**src/design/rcbc_pkg.sv**
```systemverilog
// Shared types, widths and constants for the residue contact burial classifier.
// Used by rcbc_ctrl, rcbc_dpath and residue_contact_burial_classifier_top.
// No dependencies.
package rcbc_pkg;

  // Field widths fixed by the interface.
  localparam int unsigned CoordW    = 25;
  localparam int unsigned DiffW     = CoordW + 1;
  localparam int unsigned SqW       = 2 * DiffW;
  localparam int unsigned SumW      = SqW + 2;
  localparam int unsigned CutoffW   = 48;
  localparam int unsigned IdxW      = 10;
  localparam int unsigned CountOutW = 10;
  localparam int unsigned LevelW    = 3;
  localparam int unsigned ClassCntW = 12;
  localparam int unsigned DataW     = 64;
  localparam int unsigned AddrW     = 4;

  // Neighbour count saturates at the top of its output field.
  localparam logic [CountOutW-1:0] CountSat = 10'd1023;

  // Register map: the register index is the top address bit.
  localparam logic RegCutoff = 1'b0;

  // Request codes.
  localparam logic ReqLoad  = 1'b0;
  localparam logic ReqQuery = 1'b1;

  // Default squared cutoff: 14 angstrom squared in (1/1000 A)^2.
  localparam logic [CutoffW-1:0] CutoffReset = 48'd196000000;

  // Burial class boundaries on the neighbour count.
  localparam logic [ClassCntW-1:0] Bound1 = 12'd27;
  localparam logic [ClassCntW-1:0] Bound2 = 12'd34;
  localparam logic [ClassCntW-1:0] Bound3 = 12'd40;
  localparam logic [ClassCntW-1:0] Bound4 = 12'd47;
  localparam logic [ClassCntW-1:0] Bound5 = 12'd55;
  localparam logic [ClassCntW-1:0] Bound6 = 12'd66;

  // Commands from the controller to the datapath.
  typedef struct packed {
    logic load;    // store the accepted point
    logic start;   // capture the accepted query
    logic fetch;   // read the queried point
    logic latch;   // hold the queried point, clear the sweep
    logic scan;    // read the next stored point
    logic result;  // write the result register
  } cmd_t;

  // Status from the datapath to the controller.
  typedef struct packed {
    logic q_err;      // accepted query index is not stored
    logic scan_last;  // this read is the last stored point
    logic pipe_busy;  // distance pipeline still holds work
    logic out_free;   // result register can take a new result
  } status_t;

  // Maps a neighbour count to its burial class.
  function automatic logic [LevelW-1:0] burial_class(input logic [ClassCntW-1:0] k);
    logic [LevelW-1:0] lvl;
    if (k < Bound1) begin
      lvl = 3'd0;
    end else if (k < Bound2) begin
      lvl = 3'd1;
    end else if (k < Bound3) begin
      lvl = 3'd2;
    end else if (k < Bound4) begin
      lvl = 3'd3;
    end else if (k < Bound5) begin
      lvl = 3'd4;
    end else if (k < Bound6) begin
      lvl = 3'd5;
    end else begin
      lvl = 3'd6;
    end
    return lvl;
  endfunction

endpackage

```
**src/design/rcbc_ctrl.sv**
```systemverilog
// Sequencing state machine of the residue contact burial classifier.
// Depends on rcbc_pkg for the command and status structs.
module rcbc_ctrl (
  input  logic             clk_i,
  input  logic             rst_ni,
  input  logic             in_valid_i,
  input  logic             req_type_i,
  input  rcbc_pkg::status_t status_i,
  output logic             in_ready_o,
  output rcbc_pkg::cmd_t   cmd_o
);

  typedef enum logic [5:0] {
    StIdle   = 6'b000001,
    StFetch  = 6'b000010,
    StLatch  = 6'b000100,
    StScan   = 6'b001000,
    StDrain  = 6'b010000,
    StResult = 6'b100000
  } state_e;

  state_e state_q, state_d;
  logic   accept;

  // New beats are taken only between queries; loads complete in the accept cycle.
  assign in_ready_o = (state_q == StIdle);
  assign accept     = in_valid_i & in_ready_o;

  always_comb begin
    cmd_o        = '0;
    cmd_o.load   = accept & (req_type_i == rcbc_pkg::ReqLoad);
    cmd_o.start  = accept & (req_type_i == rcbc_pkg::ReqQuery);
    cmd_o.fetch  = (state_q == StFetch);
    cmd_o.latch  = (state_q == StLatch);
    cmd_o.scan   = (state_q == StScan);
    cmd_o.result = (state_q == StResult) & status_i.out_free;
  end

  // Next state.
  always_comb begin
    state_d = state_q;
    case (state_q)
      StIdle: begin
        if (cmd_o.start) begin
          state_d = status_i.q_err ? StResult : StFetch;
        end
      end
      StFetch: begin
        state_d = StLatch;
      end
      StLatch: begin
        state_d = StScan;
      end
      StScan: begin
        if (status_i.scan_last) begin
          state_d = StDrain;
        end
      end
      StDrain: begin
        if (!status_i.pipe_busy) begin
          state_d = StResult;
        end
      end
      StResult: begin
        if (status_i.out_free) begin
          state_d = StIdle;
        end
      end
      default: begin
        state_d = StIdle;
      end
    endcase
  end

  always_ff @(posedge clk_i or negedge rst_ni) begin
    if (!rst_ni) begin
      state_q <= StIdle;
    end else begin
      state_q <= state_d;
    end
  end

endmodule

```
**config.mk**
```make
export PLATFORM = sky130hd
export DESIGN_NAME = rcbc_ctrl
export DESIGN_NICKNAME = d
export VERILOG_FILES = /design/src/design/rcbc_pkg.sv /design/src/design/rcbc_ctrl.sv
export SDC_FILE = /design/constraint.sdc
export NUM_CORES = 1
export LEC_CHECK = 0
export ABC_AREA = 0
export BUFFER_PORTS_ARGS = -buffer_cell sky130_fd_sc_hd__buf_2
export CAP_MARGIN = 20
export CORE_AREA = 3 3 40 42
export DETAILED_ROUTE_END_ITERATION = 16
export DIE_AREA = 0 0 43 45
export PLACE_DENSITY = 0.6
export SYNTH_ARGS = -nofsm -noshare
export SYNTH_HDL_FRONTEND = slang
export SYNTH_SLANG_ARGS = --single-unit
```
**constraint.sdc**
```tcl
create_clock -name clk_i -period 2.65 [get_ports clk_i]
set_input_delay 0.795 -clock clk_i [delete_from_list [all_inputs] [get_ports clk_i]]
set_output_delay 0.795 -clock clk_i [all_outputs]
set_load 0.01 [all_outputs]
```
==> results of run 1 <==
==> cell type report <==
type                            count  share of cell area
Multi-Input combinational cell     31               0.431
Sequential cell                     6               0.283
Timing Repair Buffer               18               0.187
Clock buffer                        4              0.0492
Tap cell                           15              0.0351
Inverter                            2              0.0141
==> cells by family (layout without fill, tap and decap cells) <==
group	Yosys count	after routing	synth area share
muxes	1	1	0.0256
DFF	6	6	0.387
buffers and inverters	3	24	0.0319
AOI/OAI and AO/OA	7	7	0.134
and+or+nand+nor	22	22	0.399
xor gates and xnor gates	1	1	0.0224
==> per-stage QoR <==
| step | utilization | instance area, um^2 | std cells | power, uW |
|---|---|---|---|---|
| after floorplan | - | 392 | 40 | 324 |
| after CTS | 0.408 | 524 | 75 | 508 |
| after global placement | 0.388 | 498 | 71 | 412 |
| final | 0.416 | 534 | 76 | 519 |
| after global routing | 0.416 | 534 | 76 | 566 |
| after detailed placement | 0.388 | 498 | 71 | 413 |
==> timing repair <==
item                       4_1_cts  5_1_grt
gates resized for setup          0        1
setup buffers                    0        1
setup endpoints to repair        0        3
==> worst register-to-register path, cell delays in order (launching register included) <==
cell	delay, ns
dfrtp_1	0.37
buf_4	0.14
nor4_1	0.27
buf_4	0.17
or4b_1	0.50
nand4_2	0.14
o21ai_1	0.08
==> cells in the final DEF, fill, tap and decap left out, drive strengths merged, types with 2 or more instances in the layout <==
cell    instances
buf            18
clkbuf          4
dfrtp           5
inv             2
nand2b          3
nand4           2
nor2            5
nor4            2
o21ai           2
or4             2
or4b            2
==> power by group through the flow <==
stage	sequential (uW)	clock (uW)	combinational [uW]
finish	144	91.3	283
global route	148	103	314
CTS	150	95.7	263
detailed placement	151	0	262
global placement	152	0	261
floorplan	145	0	180
==> worst paths after layout <==
path                                 start    endpoint  slack (ns)
worst min register to register  state_q[2]  state_q[2]        0.61
worst max register to register  state_q[1]  state_q[5]        0.85
worst min-delay path                rst_ni  state_q[1]        0.36
max in group asynchronous           rst_ni  state_q[0]        2.07
min in group clk_i              state_q[2]  state_q[2]        0.61
worst max-delay path            state_q[5]    cmd_o[1]        0.08
==> per-layer routing <==
metal	wire, um	share of wire
met2	432	0.46
met4	0	0
met3	82	0.087
met1	424	0.45
met5	0	0
==> run_results.csv, run 1 <==
group,metric,value,unit
run_status,outcome,"completed",
sta,finalCritPeriodShare,0.970,
pwr,p_sw,201,uW
grt,maximum_number_of_pins_on_one_net_before_global_route_repair,8,
drt,drc,0,
finish,register_area,151,um^2
setup_path,timing.critical_path.slowest_cell_delay,0.50,ns
setup_path,cp_cell_sequence,"or4_4, or3b_1, inv_1, buf_2",
yosys,synth_sequential_area_ratio,0.387,
yosys,synthDominantAreaCellType,"dfrtp_1",
pwr,p_clk_frac,0.176,
yosys,synthesis.area_per_instance,9.79,um^2
die,die_w,43,um
setup_path,startpoint_type,"flop",
drt,ant_nets,0,
drt,drt-pass1-iter-count,4,
clocking,tritoncts,"yes",
drt,first_iteration_detailed_routing_drc_count,6,
die,number_of_ports_placed_on_the_die_boundary,15,
yosys,synth_area_leaders,"dfrtp_1 32%, dfstp_2 6.7%, or4_4 5.8%, nand2b_1 4.8%, nor2_1 4.8%",
grt,grt_first_pass_wirelength,1.63,mm
sta,worst_pin_slew,0.277,ns
drt,wirelength,939,um
placed_design,place.detailed.hpwl,749,um
sta,total_negative_slack_for_setup_checks,0,ns
yosys,yosys.cell_types.count,26,
placed_design,port_buffers,14,
sta,skew,0.00262,ns
grt,number_of_global_route_vias_before_repair,342,
pwr,power.ir.vdd_worst,0.367,mV
yosys,syn_nets,48,
grt,antenna_violations_before_repair,0,
finish,final_nets,70,
finish,layout.filler_cells,141,
grt,groute.layer.met2.usage,0.168,
grt,met1_resource_use_gr,0.151,
placed_design,pre_cts_slack,0.296,ns
yosys,synth-seq-cells,6,
clocking,clk_pin_slew,0.05,ns
die,die_h,45,um
die,floorplan.initialDensity,0.305,
finish,num_antenna_cells,0,
yosys,synth.top_cell.area_share,0.319,
setup_path,setup_crit_path_kind,"flop to output port",
pwr,power_frac_comb,0.546,
clocking,cts_root_buffer,"clkbuf_4",
clocking,ctsHoldBuffers,0,
yosys,post_synth_inst_count,40,
drt,average_via_count_per_standard_cell,5.33,
finish,largest_register,"state_q",
sta,fmax,389,MHz
sta,max_slew_vio_count,0,
setup_path,worst_setup_path_end_kind,"output port",
clocking,cts-buffers-inserted,3,
sta,final.hold.worst_slack,0.361,ns
finish,syn_to_final_growth,36.4,%
pwr,cellInternalPower,317,uW
sta,grt_setup_unrepaired,"no",
die,fp.dieArea,1940,um^2
setup_path,worst-endpoint-required,1.86,ns
grt,gr-total-overflow,0,
sta,report.final.hold_viol_count,0,
pwr,p_leak,0.000285,uW
grt,grt_usage,0.114,
yosys,synth.yosys.warnings,0,
grt,grt_use_met3,0.0757,
finish,final_layout_size_suffix_gt1_frac,0.443,
min_path,hp-class,"input port to async pin",
flow_run,max_cap_violations,0,
pwr,power.switching_fraction,0.389,
clocking,ctsLongestPathBuffers,2,
die,core_region_area,1280,um^2
clocking,cts.sinks,6,
setup_path,critical_path.n_buffers_inverters,2,
setup_path,crit_slowest_cell,"or4_4",
die,row_count,13,
yosys,syn_area,392,um^2
grt,globalRoute.busiestLayer,"met2",
yosys,synth_flop_cell,"dfrtp_1",
setup_path,path_depth,4,
sta,timing.slew.headroom,0.814,
placed_design,gpl.final_weighted_congestion,0.769,
pwr,power_per_cell_area,971,nW/um^2
drt,wire_per_inst,12.4,um
drt,total_via_count_after_detailed_routing,405,
sta,finalWorstSetupSlack,0.0793,ns
finish,area_occupied_by_multi_input_gates,230,um^2
pwr,share_seq_of_total_power,0.277,
yosys,synthArstFlopShare,1.00,
setup_path,crit_arrival,1.78,ns
clocking,htree_num_levels,1,
setup_path,ff2ff_path_depth,6,
setup_path,cp_top_family,"simple AND/OR/NAND/NOR gates",
yosys,leading_cell_types_by_count_after_synthesis,"5 x dfrtp_1, 5 x nor2_1, 3 x nand2b_1",
clocking,worstSkewPairLatency,0.24,ns
sta,setup-violations-final,0,
finish,biggestRegsByFlops,"state_q (6)",
sta,final_period_minus_worst_setup_slack,2.57,ns
finish,number_of_flip_flops_in_the_largest_register,6,
yosys,number_of_enable_type_register_cells_in_the_synthesized_netlist,0,
setup_path,cp_max_fo,4,
(Power assumes the default switching activity.)
==> run 2, diff against run 1 <==
--- a/config.mk
+++ b/config.mk
@@ -11,7 +11,8 @@
 export CORE_AREA = 3 3 40 42
 export DETAILED_ROUTE_END_ITERATION = 16
 export DIE_AREA = 0 0 43 45
-export PLACE_DENSITY = 0.6
+export PLACE_DENSITY_LB_ADDON = 0.05
+export SLEW_MARGIN = 20
 export SYNTH_ARGS = -nofsm -noshare
 export SYNTH_HDL_FRONTEND = slang
 export SYNTH_SLANG_ARGS = --single-unit
==> run 2 against run 1 <==
  * Setup slack lost 0.029 ns
  * Highest routed layer is now met4
  * Total power shrank 4.2%
  * Flip-flop and latch count is the same
  * Register-to-register slack lost 0.10 ns
  * Hold slack lost 0.0051 ns
  * Largest cell class unchanged
==> run_results.csv, run 2 (synthesis results as in run 1) <==
group,metric,value,unit
finish,syn_to_final_growth,29.7,%
sta,finalCritPeriodShare,0.981,
clocking,cts-buffers-inserted,3,
drt,first_iteration_detailed_routing_drc_count,10,
setup_path,worst_reg2reg_setup_slack,0.75,ns
sta,final_period_minus_worst_setup_slack,2.60,ns
placed_design,place.detailed.hpwl,738,um
run_status,outcome,"completed",
min_path,hp-class,"input port to async pin",
finish,final_layout_size_suffix_gt1_frac,0.439,
setup_path,ff2ff_path_depth,4,
finish,biggestRegsByFlops,"state_q (6)",
finish,num_antenna_cells,0,
clocking,worstSkewPairLatency,0.26,ns
finish,largest_register,"state_q",
drt,ant_nets,0,
pwr,power.ir.vdd_worst,0.441,mV
sta,skew,0.00624,ns
setup_path,startpoint_type,"flop",
sta,worst_pin_slew,0.601,ns
grt,maximum_number_of_pins_on_one_net_before_global_route_repair,10,
grt,grt_first_pass_wirelength,1.60,mm
placed_design,pre_cts_slack,0.293,ns
pwr,p_sw,202,uW
setup_path,setup_crit_path_kind,"flop to output port",
placed_design,gpl.final_weighted_congestion,0.795,
finish,layout.filler_cells,136,
grt,gr-total-overflow,0,
pwr,p_leak,0.000265,uW
pwr,p_clk_frac,0.195,
grt,grt_usage,0.110,
drt,wire_per_inst,13.9,um
finish,layout_common_cells,"14 x buf_2, 4 x nor2_1, 4 x dfrtp_1",
pwr,share_seq_of_total_power,0.307,
drt,drt-pass1-iter-count,3,
finish,number_of_flip_flops_in_the_largest_register,6,
clocking,tritoncts,"yes",
sta,timing.slew.headroom,0.595,
die,floorplan.initialDensity,0.305,
setup_path,worst_setup_path_end_kind,"output port",
pwr,power_per_cell_area,978,nW/um^2
setup_path,crit_arrival,1.80,ns
sta,max_slew_vio_count,0,
pwr,power_frac_comb,0.498,
die,die_h,45,um
flow_run,max_cap_violations,0,
pwr,design_power_total,497,uW
die,die_w,43,um
drt,total_via_count_after_detailed_routing,398,
die,row_count,13,
grt,number_of_global_route_vias_before_repair,398,
sta,report.final.hold_viol_count,0,
sta,fmax,385,MHz
drt,drc,0,
clocking,clk_pin_slew,0.05,ns
grt,antenna_violations_before_repair,0,
die,number_of_ports_placed_on_the_die_boundary,15,
clocking,htree_num_levels,1,
setup_path,worst-endpoint-required,1.86,ns
placed_design,port_buffers,14,
sta,finalWorstSetupSlack,0.0501,ns
sta,grt_setup_unrepaired,"no",
clocking,ctsLongestPathBuffers,2,
setup_path,cp_max_fo,5,
finish,leading_cell_type_in_the_layout_fill_and_taps_excluded,"buf_2",
die,core_region_area,1280,um^2
pwr,cellInternalPower,295,uW
clocking,cts_setup_buffers,0,
sta,setup-violations-final,0,
clocking,cts_root_buffer,"clkbuf_4",
clocking,cts.sinks,6,
pwr,power.switching_fraction,0.407,
die,fp.dieArea,1940,um^2
drt,wirelength,999,um
drt,average_via_count_per_standard_cell,5.53,
finish,final_nets,66,
sta,total_negative_slack_for_setup_checks,0,ns
finish,utilization,0.395,
## run 2: changes by cell type in the layout (fill, tap and decap cells not counted)
cell and delta:
dfrtp_1 -1, or3b_1 -1, dfrtp_2 +1, or3b_4 +1
buf_4 -4
## run 2: timing repair
item | CTS | global route
endpoints found under the setup margin | 0 | 3
hold buffers | 0 | 0
gates resized for setup | 0 | 3
## run 2: cell type report
type / instances / area, um^2 / area share
Timing Repair Buffer: 14 / 70.1 / 0.138
Clock buffer: 4 / 26.3 / 0.0517
Sequential cell: 6 / 153 / 0.300
Multi-Input combinational cell: 31 / 233 / 0.458
Inverter: 2 / 7.51 / 0.0148
Tap cell: 15 / 18.8 / 0.0369
## run 2: final timing paths
check,startpoint,endpoint
setup / recovery,state_q[1],cmd_o[1]
hold / removal,rst_ni,state_q[5]
setup reg to reg,state_q[2],state_q[5]
hold reg to reg,state_q[1],state_q[2]
max in group asynchronous,rst_ni,state_q[0]
min in group clk_i,state_q[1],state_q[2]
## run 2: stage by stage
step	hold WS (ns)	instance area [um^2]	std cells
after floorplan	0.499	392	40
after global placement	0.614	475	68
after detailed placement	0.614	475	68
after CTS	0.358	502	72
after global routing	0.361	508	72
final	0.356	508	72
## run 2: layer usage
layer | vias to the layer above | track usage | share of wire
met5 | - | 0 | 0
met4 | 0 | 0.0542 | 0.019
met3 | 3 | 0.0279 | 0.058
met2 | 16 | 0.171 | 0.44
met1 | 187 | 0.142 | 0.48
li1 | 192 | - | -
## run 2: power by group through the flow
stage	combinational (uW)	clock, uW	sequential (uW)
floorplan	180	0	145
global placement	240	0	154
detailed placement	238	0	153
CTS	239	98.3	152
global route	274	103	156
finish	247	96.9	153
## run 2: critical path, stage by stage, from the launching register on
cell and delay (ns):
dfrtp_1 0.41, or4_4 0.56, or3b_4 0.42, inv_1 0.05
buf_2 0.12
==> run 3, diff against run 2 <==
--- a/config.mk
+++ b/config.mk
@@ -8,10 +8,11 @@
 export ABC_AREA = 0
 export BUFFER_PORTS_ARGS = -buffer_cell sky130_fd_sc_hd__buf_2
 export CAP_MARGIN = 20
-export CORE_AREA = 3 3 40 42
+export CORE_AREA = 2 2 39 41
 export DETAILED_ROUTE_END_ITERATION = 16
-export DIE_AREA = 0 0 43 45
+export DIE_AREA = 0 0 41 43
 export PLACE_DENSITY_LB_ADDON = 0.05
+export REMOVE_ABC_BUFFERS = 1
 export SLEW_MARGIN = 20
 export SYNTH_ARGS = -nofsm -noshare
 export SYNTH_HDL_FRONTEND = slang
==> constraint.sdc (replaced) <==
create_clock -name clk_i -period 3 [get_ports clk_i]
set_input_delay 0.9 -clock clk_i [delete_from_list [all_inputs] [get_ports clk_i]]
set_output_delay 0.9 -clock clk_i [all_outputs]
set_load 0.01 [all_outputs]
==> run 3 against run 2 <==
  * Combinational power decreased by 13%
  * Total power fell by 12%
  * Core utilization is 3.2 points lower
  * Non-clock buffer count stayed put
  * Via count is 3.8% lower
  * Clock skew up 0.0030 ns
  * Design area shrank 0.99%
  * Wire length fell by 1.5%
  * Critical path depth is the same
  * Sequential power shrank 12%
  * Global-route usage rose by 3.1 points
  * Largest cell class unchanged
  * Largest power group unchanged
  * Highest routed layer is now met3
==> run_results.csv, run 3 (synthesis results as in run 1) <==
group,metric,value,unit
pwr,design_power_total,435,uW
die,core_region_area,1380,um^2
setup_path,crit_path_from,"state_q[4]",
clocking,cts_root_buffer,"clkbuf_4",
clocking,htree_num_levels,1,
sta,total_negative_slack_for_setup_checks,0,ns
setup_path,worst_r2r_startpoint,"state_q[2]",
die,floorplan.initialDensity,0.283,
clocking,ctsHoldBuffers,0,
drt,first_iteration_detailed_routing_drc_count,6,
drt,drt-pass1-iter-count,4,
finish,leading_cell_type_in_the_layout_fill_and_taps_excluded,"buf_2",
clocking,clk_pin_slew,0.06,ns
grt,antenna_violations_before_repair,0,
finish,post_layout_nonfiller_instances,73,
grt,maximum_number_of_pins_on_one_net_before_global_route_repair,10,
placed_design,gpl.final_weighted_congestion,0.795,
die,row_count,14,
setup_path,setup_crit_path_kind,"flop to output port",
finish,biggestRegsByFlops,"state_q (6)",
finish,final_layout_size_suffix_gt1_frac,0.386,
sta,fmax,367,MHz
grt,grt_first_pass_wirelength,1.67,mm
pwr,p_leak,0.000264,uW
die,die_w,41,um
finish,layout_common_cells,"14 x buf_2, 5 x nor2_1, 5 x dfrtp_1",
flow_run,max_cap_violations,0,
sta,timing.slew.headroom,0.639,
pwr,p_clk_frac,0.194,
sta,final_period_minus_worst_setup_slack,2.73,ns
pwr,share_seq_of_total_power,0.310,
clocking,cts_setup_buffers,0,
pwr,power.switching_fraction,0.407,
pwr,cellInternalPower,258,uW
pwr,power_per_cell_area,865,nW/um^2
finish,syn_to_final_growth,28.4,%
pwr,p_sw,177,uW
drt,wire_per_inst,13.5,um
sta,grt_setup_unrepaired,"no",
die,number_of_ports_placed_on_the_die_boundary,15,
grt,number_of_global_route_vias_before_repair,373,
setup_path,startpoint_type,"flop",
grt,gr-total-overflow,0,
clocking,ctsLongestPathBuffers,2,
sta,max_slew_vio_count,0,
setup_path,cp_cell_sequence,"or4_4, nor2_1, and3_1, buf_2",
drt,wirelength,984,um
clocking,cts.sinks,6,
placed_design,pre_cts_slack,0.556,ns
pwr,power_frac_comb,0.495,
die,die_h,43,um
sta,finalWorstSetupSlack,0.273,ns
sta,worst_pin_slew,0.537,ns
setup_path,crit_arrival,1.83,ns
sta,finalCritPeriodShare,0.909,
setup_path,cp_max_fo,9,
clocking,worstSkewPairLatency,0.25,ns
die,fp.dieArea,1760,um^2
placed_design,port_buffers,14,
run_status,outcome,"completed",
clocking,tritoncts,"yes",
sta,report.final.hold_viol_count,0,
setup_path,critical_path.n_buffers_inverters,1,
min_path,hp-class,"input port to async pin",
placed_design,place_inst,69,
drt,average_via_count_per_standard_cell,5.25,
finish,utilization,0.363,
finish,num_antenna_cells,0,
sta,skew,0.00920,ns
clocking,cts-buffers-inserted,3,
finish,final_nets,66,
drt,ant_nets,0,
finish,number_of_flip_flops_in_the_largest_register,6,
grt,grt_usage,0.141,
setup_path,cp_top_family,"simple AND/OR/NAND/NOR gates",
placed_design,place.detailed.hpwl,741,um
drt,total_via_count_after_detailed_routing,383,
finish,layout.filler_cells,157,
setup_path,crit_slowest_cell,"or4_4",
setup_path,worst-endpoint-required,2.10,ns
sta,setup-violations-final,0,
setup_path,timing.critical_path.slowest_cell_delay,0.58,ns
drt,drc,0,
finish,largest_register,"state_q",
setup_path,worst_setup_path_end_kind,"output port",
clocking,post_cts.resized_instances,0,
pwr,power.ir.vdd_worst,0.281,mV
==> run 3: cell counts in the layout (fill, tap and decap cells not counted) <==
Identical to the previous run, type by type.
==> run 3: layout make-up <==
type | count | area, um^2 | share of cell area
Tap cell | 16 | 20.0 | 0.0398
Clock buffer | 4 | 26.3 | 0.0522
Multi-Input combinational cell | 31 | 228 | 0.453
Timing Repair Buffer | 14 | 70.1 | 0.139
Sequential cell | 6 | 151 | 0.301
Inverter | 2 | 7.51 | 0.0149
==> run 3: power groups by stage <==
stage,combinational [uW],clock (uW),sequential (uW)
after floorplan,158,0,128
after global placement,213,0,137
after detailed placement,211,0,136
after CTS,216,87.5,134
after global routing,240,95.4,139
final,216,84.5,135
==> run 3: worst paths after layout <==
kind	endpoint	slack, ns	depth (start not counted)
worst min-delay path	state_q[3]	0.46	1
worst max register to register	state_q[5]	1.13	4
worst max-delay path	cmd_o[4]	0.27	4
min in group clk_i	state_q[2]	0.61	2
max in group asynchronous	state_q[0]	2.30	1
worst min register to register	state_q[2]	0.61	2
==> run 3: per-stage QoR <==
stage | hold slack [ns] | cell area [um^2]
finish | 0.464 | 503
global route | 0.466 | 503
CTS | 0.463 | 503
detailed placement | 0.610 | 477
global placement | 0.617 | 477
floorplan | 0.543 | 387
==> run 3: worst register-to-register path, cell delays in order, from the launching register on <==
cell and delay (ns):
dfrtp_1 0.46, nor4_1 0.51, or4b_1 0.55, nand4_2 0.15, o21ai_1 0.09
==> run 3: per-layer routing <==
metal / track usage / up-vias / wire, um
li1: - / 190 / -
met2: 0.181 / 15 / 439
met1: 0.206 / 178 / 474
met3: 0.0628 / 0 / 69
met5: 0 / - / 0
met4: 0.0400 / 0 / 0
